File: src/rtl/bf_pkg.sv
// Shared constants, types and command/status structs for the shortest-paths unit.
package bf_pkg;

	localparam int MAX_VERTICES  = 16;
	localparam int VIDX_BITS     = 4;
	localparam int CNT_BITS      = 5;
	localparam int WEIGHT_BITS   = 16;
	localparam int DIST_BITS     = 24;
	localparam int MAT_DEPTH     = MAX_VERTICES * MAX_VERTICES;
	localparam int MAT_ADDR_BITS = 2 * VIDX_BITS;

	localparam int CFG_IDX_BITS  = 1;
	localparam int CFG_DATA_BITS = 5;
	localparam logic [CFG_IDX_BITS-1:0] CFG_SOURCE_VERTEX   = CFG_IDX_BITS'(0);
	localparam logic [CFG_IDX_BITS-1:0] CFG_VERTICES_IN_USE = CFG_IDX_BITS'(1);

	localparam int IN_DATA_BITS  = 24;
	localparam int OUT_DATA_BITS = 40;

	typedef logic [VIDX_BITS-1:0]          vidx_t;
	typedef logic signed [WEIGHT_BITS-1:0] weight_t;
	typedef logic signed [DIST_BITS-1:0]   dist_t;

	// Commands from the controller to the datapath
	typedef struct packed {
		logic  load_entry; // store the accepted matrix entry
		logic  init;       // clear reached flags, seed the source
		logic  load_row;   // latch distance and reached flag of row vertex
		logic  issue;      // read one matrix entry for relaxation
		logic  emit;       // load one result into the output register
		logic  emit_last;  // result belongs to the final vertex
		logic  src_ok;     // source lies inside the vertices in use
		vidx_t vtx;        // row vertex, or vertex of the result
		vidx_t col;        // column vertex of the issued entry
		vidx_t src;        // source vertex
	} bf_cmd_t;

	// Status from the datapath to the controller
	typedef struct packed {
		logic out_ready; // output register can take a result this cycle
	} bf_status_t;

endpackage

File: src/rtl/bf_ctrl.sv
// Controller: configuration registers, load handshake and relaxation/emit sequencing.
module bf_ctrl (
	input  logic                               clk,
	input  logic                               arst_n,
	input  logic                               cfg_we,
	input  logic [bf_pkg::CFG_IDX_BITS-1:0]    cfg_index,
	input  logic [bf_pkg::CFG_DATA_BITS-1:0]   cfg_wdata,
	input  logic                               s_axis_tvalid,
	output logic                               s_axis_tready,
	input  logic                               s_axis_tlast,
	output bf_pkg::bf_cmd_t                    cmd,
	input  bf_pkg::bf_status_t                 status
);

	import bf_pkg::*;

	localparam logic [2:0] ST_IDLE  = 3'd0;
	localparam logic [2:0] ST_INIT  = 3'd1;
	localparam logic [2:0] ST_ROW   = 3'd2;
	localparam logic [2:0] ST_EDGE  = 3'd3;
	localparam logic [2:0] ST_DRAIN = 3'd4;
	localparam logic [2:0] ST_EMIT  = 3'd5;

	logic [2:0]          state_q;
	vidx_t               src_cfg_q;
	logic [CNT_BITS-1:0] nv_cfg_q;
	vidx_t               src_q;
	logic [CNT_BITS-1:0] nv_q;
	logic [CNT_BITS-1:0] nv_clamped;
	vidx_t               last_v;
	vidx_t               pass_q;
	vidx_t               a_q;
	vidx_t               b_q;
	vidx_t               k_q;
	logic                accept;
	logic                last_pass;

	// Configuration writes
	always_ff @(posedge clk or negedge arst_n) begin
		if (!arst_n) begin
			src_cfg_q <= '0;
			nv_cfg_q  <= CNT_BITS'(MAX_VERTICES);
		end else if (cfg_we) begin
			unique case (cfg_index)
				CFG_SOURCE_VERTEX:   src_cfg_q <= cfg_wdata[VIDX_BITS-1:0];
				CFG_VERTICES_IN_USE: nv_cfg_q  <= cfg_wdata[CNT_BITS-1:0];
				default: ;
			endcase
		end
	end

	// Clamp the vertex count into one to the maximum
	always_comb begin
		if (nv_cfg_q == '0) begin
			nv_clamped = CNT_BITS'(1);
		end else if (nv_cfg_q > CNT_BITS'(MAX_VERTICES)) begin
			nv_clamped = CNT_BITS'(MAX_VERTICES);
		end else begin
			nv_clamped = nv_cfg_q;
		end
	end

	assign s_axis_tready = (state_q == ST_IDLE);
	assign accept        = s_axis_tvalid && s_axis_tready;
	assign last_v        = VIDX_BITS'(nv_q - CNT_BITS'(1));
	assign last_pass     = ({1'b0, pass_q} == (nv_q - CNT_BITS'(2)));

	// Sequencer
	always_ff @(posedge clk or negedge arst_n) begin
		if (!arst_n) begin
			state_q <= ST_IDLE;
			src_q   <= '0;
			nv_q    <= CNT_BITS'(MAX_VERTICES);
			pass_q  <= '0;
			a_q     <= '0;
			b_q     <= '0;
			k_q     <= '0;
		end else begin
			unique case (state_q)
				ST_IDLE: begin
					if (accept && s_axis_tlast) begin
						src_q   <= src_cfg_q;
						nv_q    <= nv_clamped;
						state_q <= ST_INIT;
					end
				end
				ST_INIT: begin
					pass_q <= '0;
					a_q    <= '0;
					b_q    <= '0;
					k_q    <= '0;
					if (nv_q == CNT_BITS'(1)) begin
						state_q <= ST_EMIT;
					end else begin
						state_q <= ST_ROW;
					end
				end
				ST_ROW: begin
					b_q     <= VIDX_BITS'(1);
					state_q <= ST_EDGE;
				end
				ST_EDGE: begin
					if (b_q == last_v) begin
						state_q <= ST_DRAIN;
					end else begin
						b_q <= b_q + VIDX_BITS'(1);
					end
				end
				ST_DRAIN: begin
					b_q <= '0;
					if (a_q == last_v) begin
						a_q <= '0;
						if (last_pass) begin
							state_q <= ST_EMIT;
						end else begin
							pass_q  <= pass_q + VIDX_BITS'(1);
							state_q <= ST_ROW;
						end
					end else begin
						a_q     <= a_q + VIDX_BITS'(1);
						state_q <= ST_ROW;
					end
				end
				ST_EMIT: begin
					if (status.out_ready) begin
						k_q <= k_q + VIDX_BITS'(1);
						if (k_q == last_v) begin
							state_q <= ST_IDLE;
						end
					end
				end
				default: state_q <= ST_IDLE;
			endcase
		end
	end

	// Commands
	always_comb begin
		cmd            = '0;
		cmd.load_entry = accept;
		cmd.init       = (state_q == ST_INIT);
		cmd.load_row   = (state_q == ST_ROW);
		cmd.issue      = (state_q == ST_ROW) || (state_q == ST_EDGE);
		cmd.emit       = (state_q == ST_EMIT) && status.out_ready;
		cmd.emit_last  = (k_q == last_v);
		cmd.src_ok     = ({1'b0, src_q} < nv_q);
		cmd.vtx        = (state_q == ST_EMIT) ? k_q : a_q;
		cmd.col        = (state_q == ST_ROW) ? '0 : b_q;
		cmd.src        = src_q;
	end

endmodule
File: config.mk
export PLATFORM = sky130hd
export DESIGN_NAME = bf_ctrl
export DESIGN_NICKNAME = d
export VERILOG_FILES = /design/src/rtl/bf_pkg.sv /design/src/rtl/bf_ctrl.sv
export SDC_FILE = /design/constraint.sdc
export NUM_CORES = 1
export LEC_CHECK = 0
export ABC_AREA = 1
export BUFFER_PORTS_ARGS = -buffer_cell sky130_fd_sc_hd__clkbuf_2
export CELL_PAD_IN_SITES_DETAIL_PLACEMENT = 1
export CELL_PAD_IN_SITES_GLOBAL_PLACEMENT = 2
export CORE_ASPECT_RATIO = 0.75
export CORE_UTILIZATION = 36
export DETAILED_ROUTE_END_ITERATION = 12
export PLACE_DENSITY = 0.82
export SLEW_MARGIN = 20
export SYNTH_ARGS = -nofsm -noshare
export SYNTH_HDL_FRONTEND = slang
export SYNTH_SLANG_ARGS = --single-unit
File: constraint.sdc
create_clock -name clk -period 3.05 [get_ports clk]
set_input_delay 0.61 -clock clk [delete_from_list [all_inputs] [get_ports clk]]
set_output_delay 0.61 -clock clk [all_outputs]
set_load 0.01 [all_outputs]
==> results.toml <==
[sta]
finClkSkew_ns = 0.01003
slew_headroom_pct = 68.02
maxSlewViolCount = 0
tightest_slew_ns = 0.4797
fin_crit_ns = 2.599
rsz0062_at_grt = "no"
hold_viol = 0
final-setup-viol-count = 0
timing.final.crit_share_pct = 85.22
setup_ws_ns = 0.4507
hold_slack_ns = 0.2507
max_freq_mhz = 384.7
fin_tns_setup_ns = 0

[route]
drcViolationCount = 0
drt_iter0_drc = 66
vias = 2121
via_per_inst = 4.854
final_antenna_net_count = 0
wl_per_cell_um = 14.58
dr.pass1.iters = 4
totalWireLength_mm = 6.370

[power]
p_total_mw = 1.009
powerDensity_mw_per_mm2 = 365.1
p_leak_nw = 1.467
max-vdd-ir-drop_v = 0.0002096

[place]
place_area_mm2 = 0.002623
portBuffers = 31
place_inst = 428
dp_hpwl_mm = 4.983
gp_congestion = 0.7867
dp_slack_ns = 0.7881

[clock_network]
clk_path_buf_depth = 2
cts_sinks = 37
post-cts-setup-buffer-count = 0
cts_hold_buf = 0
clk_latency_ns = 0.31
cts_resized = 0
clk_pin_slew_ns = 0.09
cts_buffers = 5
clock-root-buffer = "clkbuf_8"
htree_levels = 2
cts_tree = "yes"

[yosys]
ys_seq_area_share_pct = 38.93
synthArstFlopShare_pct = 100.0
netlist.area_leader.share_pct = 36.73
synth_top_cells_by_area = "dfrtp_1 (37%), nand2_1 (14%), inv_1 (6.9%)"
synth_top_area_cell = "dfrtp_1"
netlist_instances = 318
yosysUniqueCellTypes = 29
synth-seq-cells = 37
syn_area_per_cell_um2 = 7.499
syn_nets = 341
synth_area_mm2 = 0.002385
synth-edff-count = 0
synth-main-ff-cell = "dfrtp_1"
ys_warn_count = 0

[global_route]
grt_pass1_wl_mm = 10.49
grt_pass1_vias = 2056
antenna_found_initial = 0
grtUsageTotal_pct = 20.30
grt_overflow = 0
grt_max_degree = 38

[critical_path]
cp_slowest_cell = "dfrtp_1"
cpMostUsedCell = "inv_2"
crit_type = "flop to output pin"
crit_required_ns = 2.44
crit_chain = "inv_2 -> ha_1 -> xor2_1 -> nand2_1 -> nor2_1 -> nand3_1 -> inv_2 -> clkbuf_2"
cp-end-kind = "output pin"
worstSetupStartpointType = "flop"
cp_max_fo = 8
slowest_delay_ns = 0.56
arrival_ns = 1.99

[floorplanning]
die_h_um = 72.49
row_count = 25
dieArea_mm2 = 0.006957
start_util_pct = 37.56
die_x_um = 95.98
ios = 32
core_area_mm2 = 0.006350

[finish]
final_util_pct = 43.55
nets = 378
diodes = 0
final_area_mm2 = 0.002765
layout-drive-gt1-share_pct = 23.31
syn_to_final_growth_pct = 15.95
layout.cells.non_filler = 437

[status]
outcome = "finished clean"

[flow_run]
cap_violations = 0

[hold_path]
worstHoldPathType = "input port to async pin"
==> final timing paths <==
| kind | from | end | slack [ns] | depth (start not counted) |
|---|---|---|---|---|
| max reg2reg | nv_q[0] | state_q[1] | 0.91 | 11 |
| max | nv_q[0] | cmd[13] | 0.45 | 8 |
| max in group asynchronous | arst_n | nv_q[4] | 2.25 | 2 |
| min | arst_n | k_q[1] | 0.25 | 1 |
| min reg2reg | nv_cfg_q[0] | nv_cfg_q[0] | 0.49 | 2 |
| min in group clk | nv_cfg_q[0] | nv_cfg_q[0] | 0.49 | 2 |
==> placed cells by master, fill, tap and decap left out, types with 2 or more instances in the layout <==
| master | Yosys | final |
|---|---|---|
| nor2_4 | 3 | 3 |
| ha_1 | 11 | 11 |
| nor2_2 | 9 | 9 |
| o22ai_1 | 7 | 7 |
| nand3_2 | 4 | 4 |
| nand2_2 | 10 | 10 |
| clkbuf_8 | 0 | 5 |
| nand2_4 | 4 | 4 |
| dfrtp_1 | 35 | 35 |
| nand2_1 | 91 | 91 |
| o21ai_1 | 7 | 7 |
| a21oi_1 | 7 | 7 |
| nor2_1 | 12 | 12 |
| xor2_1 | 9 | 9 |
| o21ai_0 | 19 | 19 |
| inv_2 | 8 | 8 |
| clkbuf_2 | 0 | 31 |
| inv_1 | 44 | 44 |
| nand3_1 | 25 | 25 |
| dfstp_2 | 2 | 2 |
==> cells in the mapped netlist, drive strengths merged, types with 2 or more instances <==
master and number:
nand2 105, inv 53, dfrtp 35, nand3 29, o21ai 26, nor2 24, ha 11, xor2 9
a21oi 7, o22ai 7, buf 2, dfstp 2
==> routing by layer <==
metal / part of all wire, % / track usage [%]
met3: 3.1 / 3.774
met4: 1.2 / 5.473
met2: 40 / 29.16
met5: 0 / 0
met1: 56 / 30.87
==> worst max-delay path, delay by kind of cell, from the launching register on <==
kind	cells	cell delay [ns]
flops	1	0.56
fa+ha+maj	1	0.37
buf+inv	3	0.30
simple gates	3	0.28
xor+xnor	1	0.18
==> logic make-up (layout without fill, tap and decap cells) <==
| group | Yosys count | in the layout | share of synthesized area (%) |
|---|---|---|---|
| compound gates | 43 | 43 | 9.654 |
| mux | 1 | 1 | 0.4722 |
| fa+ha+maj | 11 | 11 | 5.771 |
| buf+inv | 55 | 93 | 9.234 |
| flops | 37 | 37 | 38.93 |
| xor+xnor | 10 | 10 | 3.673 |
| simple gates | 161 | 161 | 32.27 |
==> report_power, final <==
part	internal (mW)	switching (mW)
combinational	0.0182	0.0273
clock	0.245	0.202
sequential	0.507	0.00985
==> final cells by class <==
cell class	instances	area [um^2]
Sequential cell	37	928.4
Clock inverter	3	46.29
Clock buffer	5	68.82
Inverter	53	201.4
Timing Repair Buffer	32	182.7
Fill cell	835	3585
Tap cell	81	101.3
Multi-Input combinational cell	226	1236
==> state kept, by name (all words and copies together), names as in the netlist <==
signal,cells
b_q,4
pass_q,4
nv_cfg_q,5
nv_q,5
src_q,4
src_cfg_q,4
state_q,3
a_q,4
k_q,4
(Power assumes the default switching activity.)
