===== config.mk =====
export PLATFORM = sky130hd
export DESIGN_NAME = bf_datapath
export DESIGN_NICKNAME = d
export VERILOG_FILES = /design/src/rtl/bf_pkg.sv /design/src/rtl/bf_ram.sv /design/src/rtl/bf_datapath.sv
export SDC_FILE = /design/constraint.sdc
export NUM_CORES = 2
export LEC_CHECK = 0
export BUFFER_PORTS_ARGS = -buffer_cell sky130_fd_sc_hd__buf_2
export CAP_MARGIN = 10
export CORE_MARGIN = 5
export CORE_UTILIZATION = 50
export CTS_CLUSTER_SIZE = 24
export DETAILED_ROUTE_END_ITERATION = 7
export PLACE_DENSITY = 0.71
export RECOVER_POWER = 25
export SKIP_CTS_REPAIR_TIMING = 1
export SYNTH_ARGS = -nofsm -noshare
export SYNTH_HDL_FRONTEND = slang
export SYNTH_MEMORY_MAX_BITS = 65536
export SYNTH_SLANG_ARGS = --single-unit

===== constraint.sdc =====
create_clock -name clk -period 21.4 [get_ports clk]
set_clock_uncertainty 0.1 [all_clocks]
set_input_delay 3.21 -clock clk [delete_from_list [all_inputs] [get_ports clk]]
set_output_delay 3.21 -clock clk [all_outputs]
set_load 0.02 [all_outputs]

===== src/rtl/bf_pkg.sv =====
// Shared constants, types and command/status structs for the shortest-paths unit.
package bf_pkg;

	localparam int MAX_VERTICES  = 16;
	localparam int VIDX_BITS     = 4;
	localparam int CNT_BITS      = 5;
	localparam int WEIGHT_BITS   = 16;
	localparam int DIST_BITS     = 24;
	localparam int MAT_DEPTH     = MAX_VERTICES * MAX_VERTICES;
	localparam int MAT_ADDR_BITS = 2 * VIDX_BITS;

	localparam int CFG_IDX_BITS  = 1;
	localparam int CFG_DATA_BITS = 5;
	localparam logic [CFG_IDX_BITS-1:0] CFG_SOURCE_VERTEX   = CFG_IDX_BITS'(0);
	localparam logic [CFG_IDX_BITS-1:0] CFG_VERTICES_IN_USE = CFG_IDX_BITS'(1);

	localparam int IN_DATA_BITS  = 24;
	localparam int OUT_DATA_BITS = 40;

	typedef logic [VIDX_BITS-1:0]          vidx_t;
	typedef logic signed [WEIGHT_BITS-1:0] weight_t;
	typedef logic signed [DIST_BITS-1:0]   dist_t;

	// Commands from the controller to the datapath
	typedef struct packed {
		logic  load_entry; // store the accepted matrix entry
		logic  init;       // clear reached flags, seed the source
		logic  load_row;   // latch distance and reached flag of row vertex
		logic  issue;      // read one matrix entry for relaxation
		logic  emit;       // load one result into the output register
		logic  emit_last;  // result belongs to the final vertex
		logic  src_ok;     // source lies inside the vertices in use
		vidx_t vtx;        // row vertex, or vertex of the result
		vidx_t col;        // column vertex of the issued entry
		vidx_t src;        // source vertex
	} bf_cmd_t;

	// Status from the datapath to the controller
	typedef struct packed {
		logic out_ready; // output register can take a result this cycle
	} bf_status_t;

endpackage


===== src/rtl/bf_ram.sv =====
// Generic single-write, single-read RAM with registered read data.
module bf_ram #(
	parameter int WIDTH = 16,
	parameter int DEPTH = 256
) (
	input  logic                     clk,
	input  logic                     we,
	input  logic [$clog2(DEPTH)-1:0] waddr,
	input  logic [WIDTH-1:0]         wdata,
	input  logic [$clog2(DEPTH)-1:0] raddr,
	output logic [WIDTH-1:0]         rdata
);

	logic [WIDTH-1:0] mem [DEPTH];

	// Write port and registered read port
	always_ff @(posedge clk) begin
		if (we) begin
			mem[waddr] <= wdata;
		end
		rdata <= mem[raddr];
	end

endmodule


===== src/rtl/bf_datapath.sv =====
// Datapath: adjacency matrix store, per-vertex distance state, relax unit, output register.
module bf_datapath (
	input  logic                                clk,
	input  logic                                arst_n,
	input  bf_pkg::bf_cmd_t                     cmd,
	output bf_pkg::bf_status_t                  status,
	input  logic [bf_pkg::IN_DATA_BITS-1:0]     entry_data,
	output logic                                m_axis_tvalid,
	input  logic                                m_axis_tready,
	output logic [bf_pkg::OUT_DATA_BITS-1:0]    m_axis_tdata,
	output logic                                m_axis_tlast
);

	import bf_pkg::*;

	// Matrix store
	vidx_t                    entry_row;
	vidx_t                    entry_col;
	weight_t                  entry_weight;
	logic [MAT_ADDR_BITS-1:0] mat_waddr;
	logic [MAT_ADDR_BITS-1:0] mat_raddr;
	weight_t                  weight_s1;
	logic [MAT_DEPTH-1:0]     entry_vld_q;

	// Relaxation stage
	logic  issue_s1;
	logic  vld_s1;
	vidx_t row_s1;
	vidx_t col_s1;
	dist_t da_q;
	logic  ra_q;

	// Per-vertex state
	dist_t                   dist_q [MAX_VERTICES];
	vidx_t                   par_q  [MAX_VERTICES];
	logic [MAX_VERTICES-1:0] reach_q;

	vidx_t rd_addr;
	dist_t db;
	logic  rb;
	vidx_t pb;

	logic                   present;
	logic [DIST_BITS:0]     sum;
	dist_t                  cand;
	logic                   upd;

	// Output register
	logic  out_vld_q;
	vidx_t out_vertex_q;
	logic  out_reach_q;
	dist_t out_dist_q;
	logic  out_has_par_q;
	vidx_t out_par_q;
	logic  out_last_q;

	assign entry_row    = entry_data[VIDX_BITS-1:0];
	assign entry_col    = entry_data[2*VIDX_BITS-1:VIDX_BITS];
	assign entry_weight = entry_data[2*VIDX_BITS+WEIGHT_BITS-1:2*VIDX_BITS];
	assign mat_waddr    = {entry_row, entry_col};
	assign mat_raddr    = {cmd.vtx, cmd.col};

	bf_ram #(
		.WIDTH(WEIGHT_BITS),
		.DEPTH(MAT_DEPTH)
	) u_matrix (
		.clk   (clk),
		.we    (cmd.load_entry),
		.waddr (mat_waddr),
		.wdata (entry_weight),
		.raddr (mat_raddr),
		.rdata (weight_s1)
	);

	// Track written entries; an unwritten entry reads as no edge
	always_ff @(posedge clk or negedge arst_n) begin
		if (!arst_n) begin
			entry_vld_q <= '0;
		end else if (cmd.load_entry) begin
			entry_vld_q[mat_waddr] <= 1'b1;
		end
	end

	// Stage control for the issued entry
	always_ff @(posedge clk or negedge arst_n) begin
		if (!arst_n) begin
			issue_s1 <= 1'b0;
		end else begin
			issue_s1 <= cmd.issue;
		end
	end

	always_ff @(posedge clk) begin
		vld_s1 <= entry_vld_q[mat_raddr];
		row_s1 <= cmd.vtx;
		col_s1 <= cmd.col;
	end

	// Single read port on vertex state: relax stage first, else controller vertex
	assign rd_addr = issue_s1 ? col_s1 : cmd.vtx;
	assign db      = dist_q[rd_addr];
	assign rb      = reach_q[rd_addr];
	assign pb      = par_q[rd_addr];

	// Saturating candidate distance and strict less-than test
	assign present = vld_s1 && (weight_s1 != '0);
	assign sum     = {da_q[DIST_BITS-1], da_q}
		+ {{(DIST_BITS+1-WEIGHT_BITS){weight_s1[WEIGHT_BITS-1]}}, weight_s1};

	always_comb begin
		if (sum[DIST_BITS] != sum[DIST_BITS-1]) begin
			cand = sum[DIST_BITS] ? {1'b1, {(DIST_BITS-1){1'b0}}}
				: {1'b0, {(DIST_BITS-1){1'b1}}};
		end else begin
			cand = sum[DIST_BITS-1:0];
		end
	end

	assign upd = issue_s1 && ra_q && present && (!rb || (cand < db));

	// Reached flags
	always_ff @(posedge clk or negedge arst_n) begin
		if (!arst_n) begin
			reach_q <= '0;
		end else if (cmd.init) begin
			reach_q <= '0;
			if (cmd.src_ok) begin
				reach_q[cmd.src] <= 1'b1;
			end
		end else if (upd) begin
			reach_q[col_s1] <= 1'b1;
		end
	end

	// Distances and parents
	always_ff @(posedge clk) begin
		if (cmd.init) begin
			dist_q[cmd.src] <= '0;
			par_q[cmd.src]  <= cmd.src;
		end else if (upd) begin
			dist_q[col_s1] <= cand;
			par_q[col_s1]  <= row_s1;
		end
	end

	// Row vertex latch; follow a self-loop update within the row
	always_ff @(posedge clk) begin
		if (cmd.load_row) begin
			da_q <= db;
			ra_q <= rb;
		end else if (upd && (col_s1 == row_s1)) begin
			da_q <= cand;
		end
	end

	// Output register: load on emit, drop on transaction
	always_ff @(posedge clk or negedge arst_n) begin
		if (!arst_n) begin
			out_vld_q <= 1'b0;
		end else if (cmd.emit) begin
			out_vld_q <= 1'b1;
		end else if (m_axis_tready) begin
			out_vld_q <= 1'b0;
		end
	end

	always_ff @(posedge clk) begin
		if (cmd.emit) begin
			out_vertex_q  <= cmd.vtx;
			out_reach_q   <= rb;
			out_dist_q    <= rb ? db : '0;
			out_has_par_q <= rb;
			out_par_q     <= rb ? pb : '0;
			out_last_q    <= cmd.emit_last;
		end
	end

	assign status.out_ready = !out_vld_q || m_axis_tready;

	assign m_axis_tvalid = out_vld_q;
	assign m_axis_tlast  = out_last_q;
	assign m_axis_tdata  = OUT_DATA_BITS'({out_par_q, out_has_par_q, out_dist_q,
		out_reach_q, out_vertex_q});

endmodule


==> out/results.tsv <==
metric	value	unit
outcome	complete, but fails checks	
violations	max-capacitance violations, max-slew violations	
cts_tree	built	
post_layout_nonfiller_instances	14169	
seq_power_share	51.7	%
syn_avg_cell_area	23.1	µm²
setup-tns-final	0	ns
finalWeightedCongestion	0.851	
largest_net_degree_at_the_start_of_global_routing	162	
final_area	0.213	mm²
crit-reg2reg-capture	par_q[13][1]	
synth-seq-cells	4902	
post-route-worst-setup-slack	8.86	ns
detailed_place_hpwl	268000	µm
final_hold_violation_count	0	
fp.dieW	626	µm
mostFrequentLayoutCell	edfxtp_1	
hold-path-endpoint	entry_vld_q[61]	
post_drt_via_cell_ratio	6.40	
edff_count_synth	4603	
worst_slack_placed	10.59	ns
synth_seq_area_share	76.7	%
p_total	20.6	mW
internal	16.0	mW
final.period_utilization	58.6	%
cts_sinks	4902	
comb_power_share	8.2	%
global_route.usage.total	23.6	%
layout.area.seq	0.146	mm²
p_leak	68.9	nW
synth_ff_type	edfxtp_1	
timing.final.max_slew_violations	3717	
netlist.top_cell.by_area	edfxtp_1	
multi_input_comb_area	0.0426	mm²
floorplan.initialDensity	50.1	%
area_growth_syn_to_layout	12.5	%
route.detailed.wl_per_inst	32.7	µm
worstMarginPinSlew	7.83	ns
clkLatencyLatePin	1.02	ns
max_cap_viol_count	49	
ctsHtreeMaxLevel	5	
final_antenna_net_count	0	
final_core_utilization	56.4	%
mappedNetlistArea	0.190	mm²
fraction_of_post_synthesis_cell_area_in_the_top_cell_type_by_area	72.8	%
startpoint_type	input port	
synthesized_instance_count	8224	
drt_first_iter_violations	12620	
clock_tree.buffer_depth	4	
fin_worst_hold_slack	0.360	ns
hold_depth	1	
min_from	entry_vld_q[61]	
die_area	0.392	mm²
grt.overflow.total	0	
worstReg2RegStart	issue_s1	
worst_hold_path_type	flip-flop to flip-flop	
r2r_slack	13.25	ns
ys.warnings.count	0	
route.final.wire_length	464000	µm
vdd_ir_drop_max	0.0780	mV
pwr_density_cell	96.5	mW/mm²
dpl.cell_count	13271	
timing.max_slew.rel_slack	-422	%
critPathCaptureType	flip-flop	
clockPowerShare	40.0	%
unrepaired_setup_endpoints_after_global_routing	no	
final-setup-viol-count	0	
grt_pass1_vias	91552	
detail_route.drc_violations	0	
synthTopCellsByArea	edfxtp_1, mux4_2, dfrtp_1	
crit_type	input port to flip-flop	
synth-async-reset-ratio	5.59	%
worst-path-max-fanout	86	
drt-pass1-iter-count	6	
power_switching_share	22.5	%
clock_tree.root_cell	clkbuf_16	
clkSlewWorstSetupHoldPaths	0.06	ns
layout.cells.most_common_list	edfxtp_1, mux4_2, clkbuf_16	
num-fill-cells	26530	
numCtsBuffers	465	
reg2regPathDepth	21	
finalCriticalPeriod	12.54	ns
fmax_achieved	0.0797	GHz
synth_cell_type_count	63	
ios	89	
fp.dieH	626	µm
number_of_antenna_violations_at_the_first_check_in_global_routing	54	
routed-via-count	90750	
floorplan.core_area	0.379	mm²
drive_above_1_share	33.0	%
core.rowCount	226	
final_nets	8818	
detailed_place.area	0.198	mm²
grt_first_pass_wirelength	668000	µm
net-switching-power	4.63	mW
arrival	13.31	ns
worst-endpoint-required	22.17	ns
buffer_ports.inserted	82	
## cells by family after synthesis
kind of cell,Yosys count,share of synthesized area [%]
XOR/XNOR,22,0.102
flip-flops,4902,76.7
AO/OA/AOI/OAI,281,0.972
other,1,0.00198
buffers and inverters,503,1.07
AND/OR/NAND/NOR,898,2.36
adder cells (fa/ha/maj),54,0.352
multiplexers,1563,18.4
## routing by layer
metal	track usage, %	up-vias	part of all wire [%]
met4	7.55	28	3.6
met5	0	-	0.040
li1	-	35752	-
met3	5.11	843	11
met2	36.8	5446	48
met1	33.7	48681	38
## cell type report
type | count | share of cell area [%]
sequential | 4902 | 68.2
clock buffer | 624 | 6.00
clock inverter | 254 | 1.23
inverter | 52 | 0.0914
multi-input combinational | 2824 | 20.0
tap | 5016 | 2.94
timing repair buffer | 479 | 1.57
antenna | 18 | 0.0211
## flip-flops by register name (all words and copies together), names as in the netlist
signal,count
u_matrix.mem,4096
dist_q,384
entry_vld_q,256
par_q,64
da_q,24
out_dist_q,24
reach_q,16
u_matrix.rdata,16
col_s1,4
out_par_q,4
out_vertex_q,4
row_s1,4
issue_s1,1
m_axis_tlast,1
m_axis_tvalid,1
out_has_par_q,1
ra_q,1
vld_s1,1
## critical path, stage by stage
cell	delay [ns]
clkbuf_1	3.87
buf_4	1.14
buf_4	0.80
buf_4	0.81
buf_4	0.86
mux4_2	0.41
mux4_2	0.58
mux4_2	0.68
mux4_2	0.55
## synthesized netlist by cell type (all sizes together) (9+ instances only)
cell and n:
nor3 9, a211oi 46, nand4 14, and2 67
nor2 294, o211ai 9, nand2 149, and3 11
mux4 1545, buf 163, nand2b 12, a21oi 56
edfxtp 4603, dfrtp 274, xnor2 11, xor2 11
o21ai 54, nand3 35, clkbuf 288, a21o 12
nor2b 24, inv 52, a311oi 9, a31oi 39
dfxtp 25, ha 47, or2 263, mux2 10
## how the worst max path moves through the flow
stage / startpoint / slack [ns] / to / cells after the start
after global placement: cmd[8] / 10.59 / dist_q[13][1] / 21
after global routing: cmd[5] / 8.51 / u_matrix.rdata[8] / 9
after CTS: cmd[8] / 11.58 / par_q[13][1] / 21
after detailed placement: cmd[8] / 10.59 / par_q[13][2] / 21
final: cmd[5] / 8.86 / u_matrix.rdata[1] / 9
after floorplan: cmd[9] / 11.52 / dist_q[15][0] / 19
## power groups by stage
stage | Clock [mW] | Combinational [mW] | Sequential (mW)
5_1_grt | 8.79 | 1.80 | 10.7
3_3_place_gp | 0 | 1.66 | 10.8
2_1_floorplan | 0 | 0.989 | 10.8
4_1_cts | 8.35 | 1.68 | 10.6
6_report | 8.24 | 1.70 | 10.7
3_5_place_dp | 0 | 1.68 | 10.8
Power figures use the tool's default switching activity.
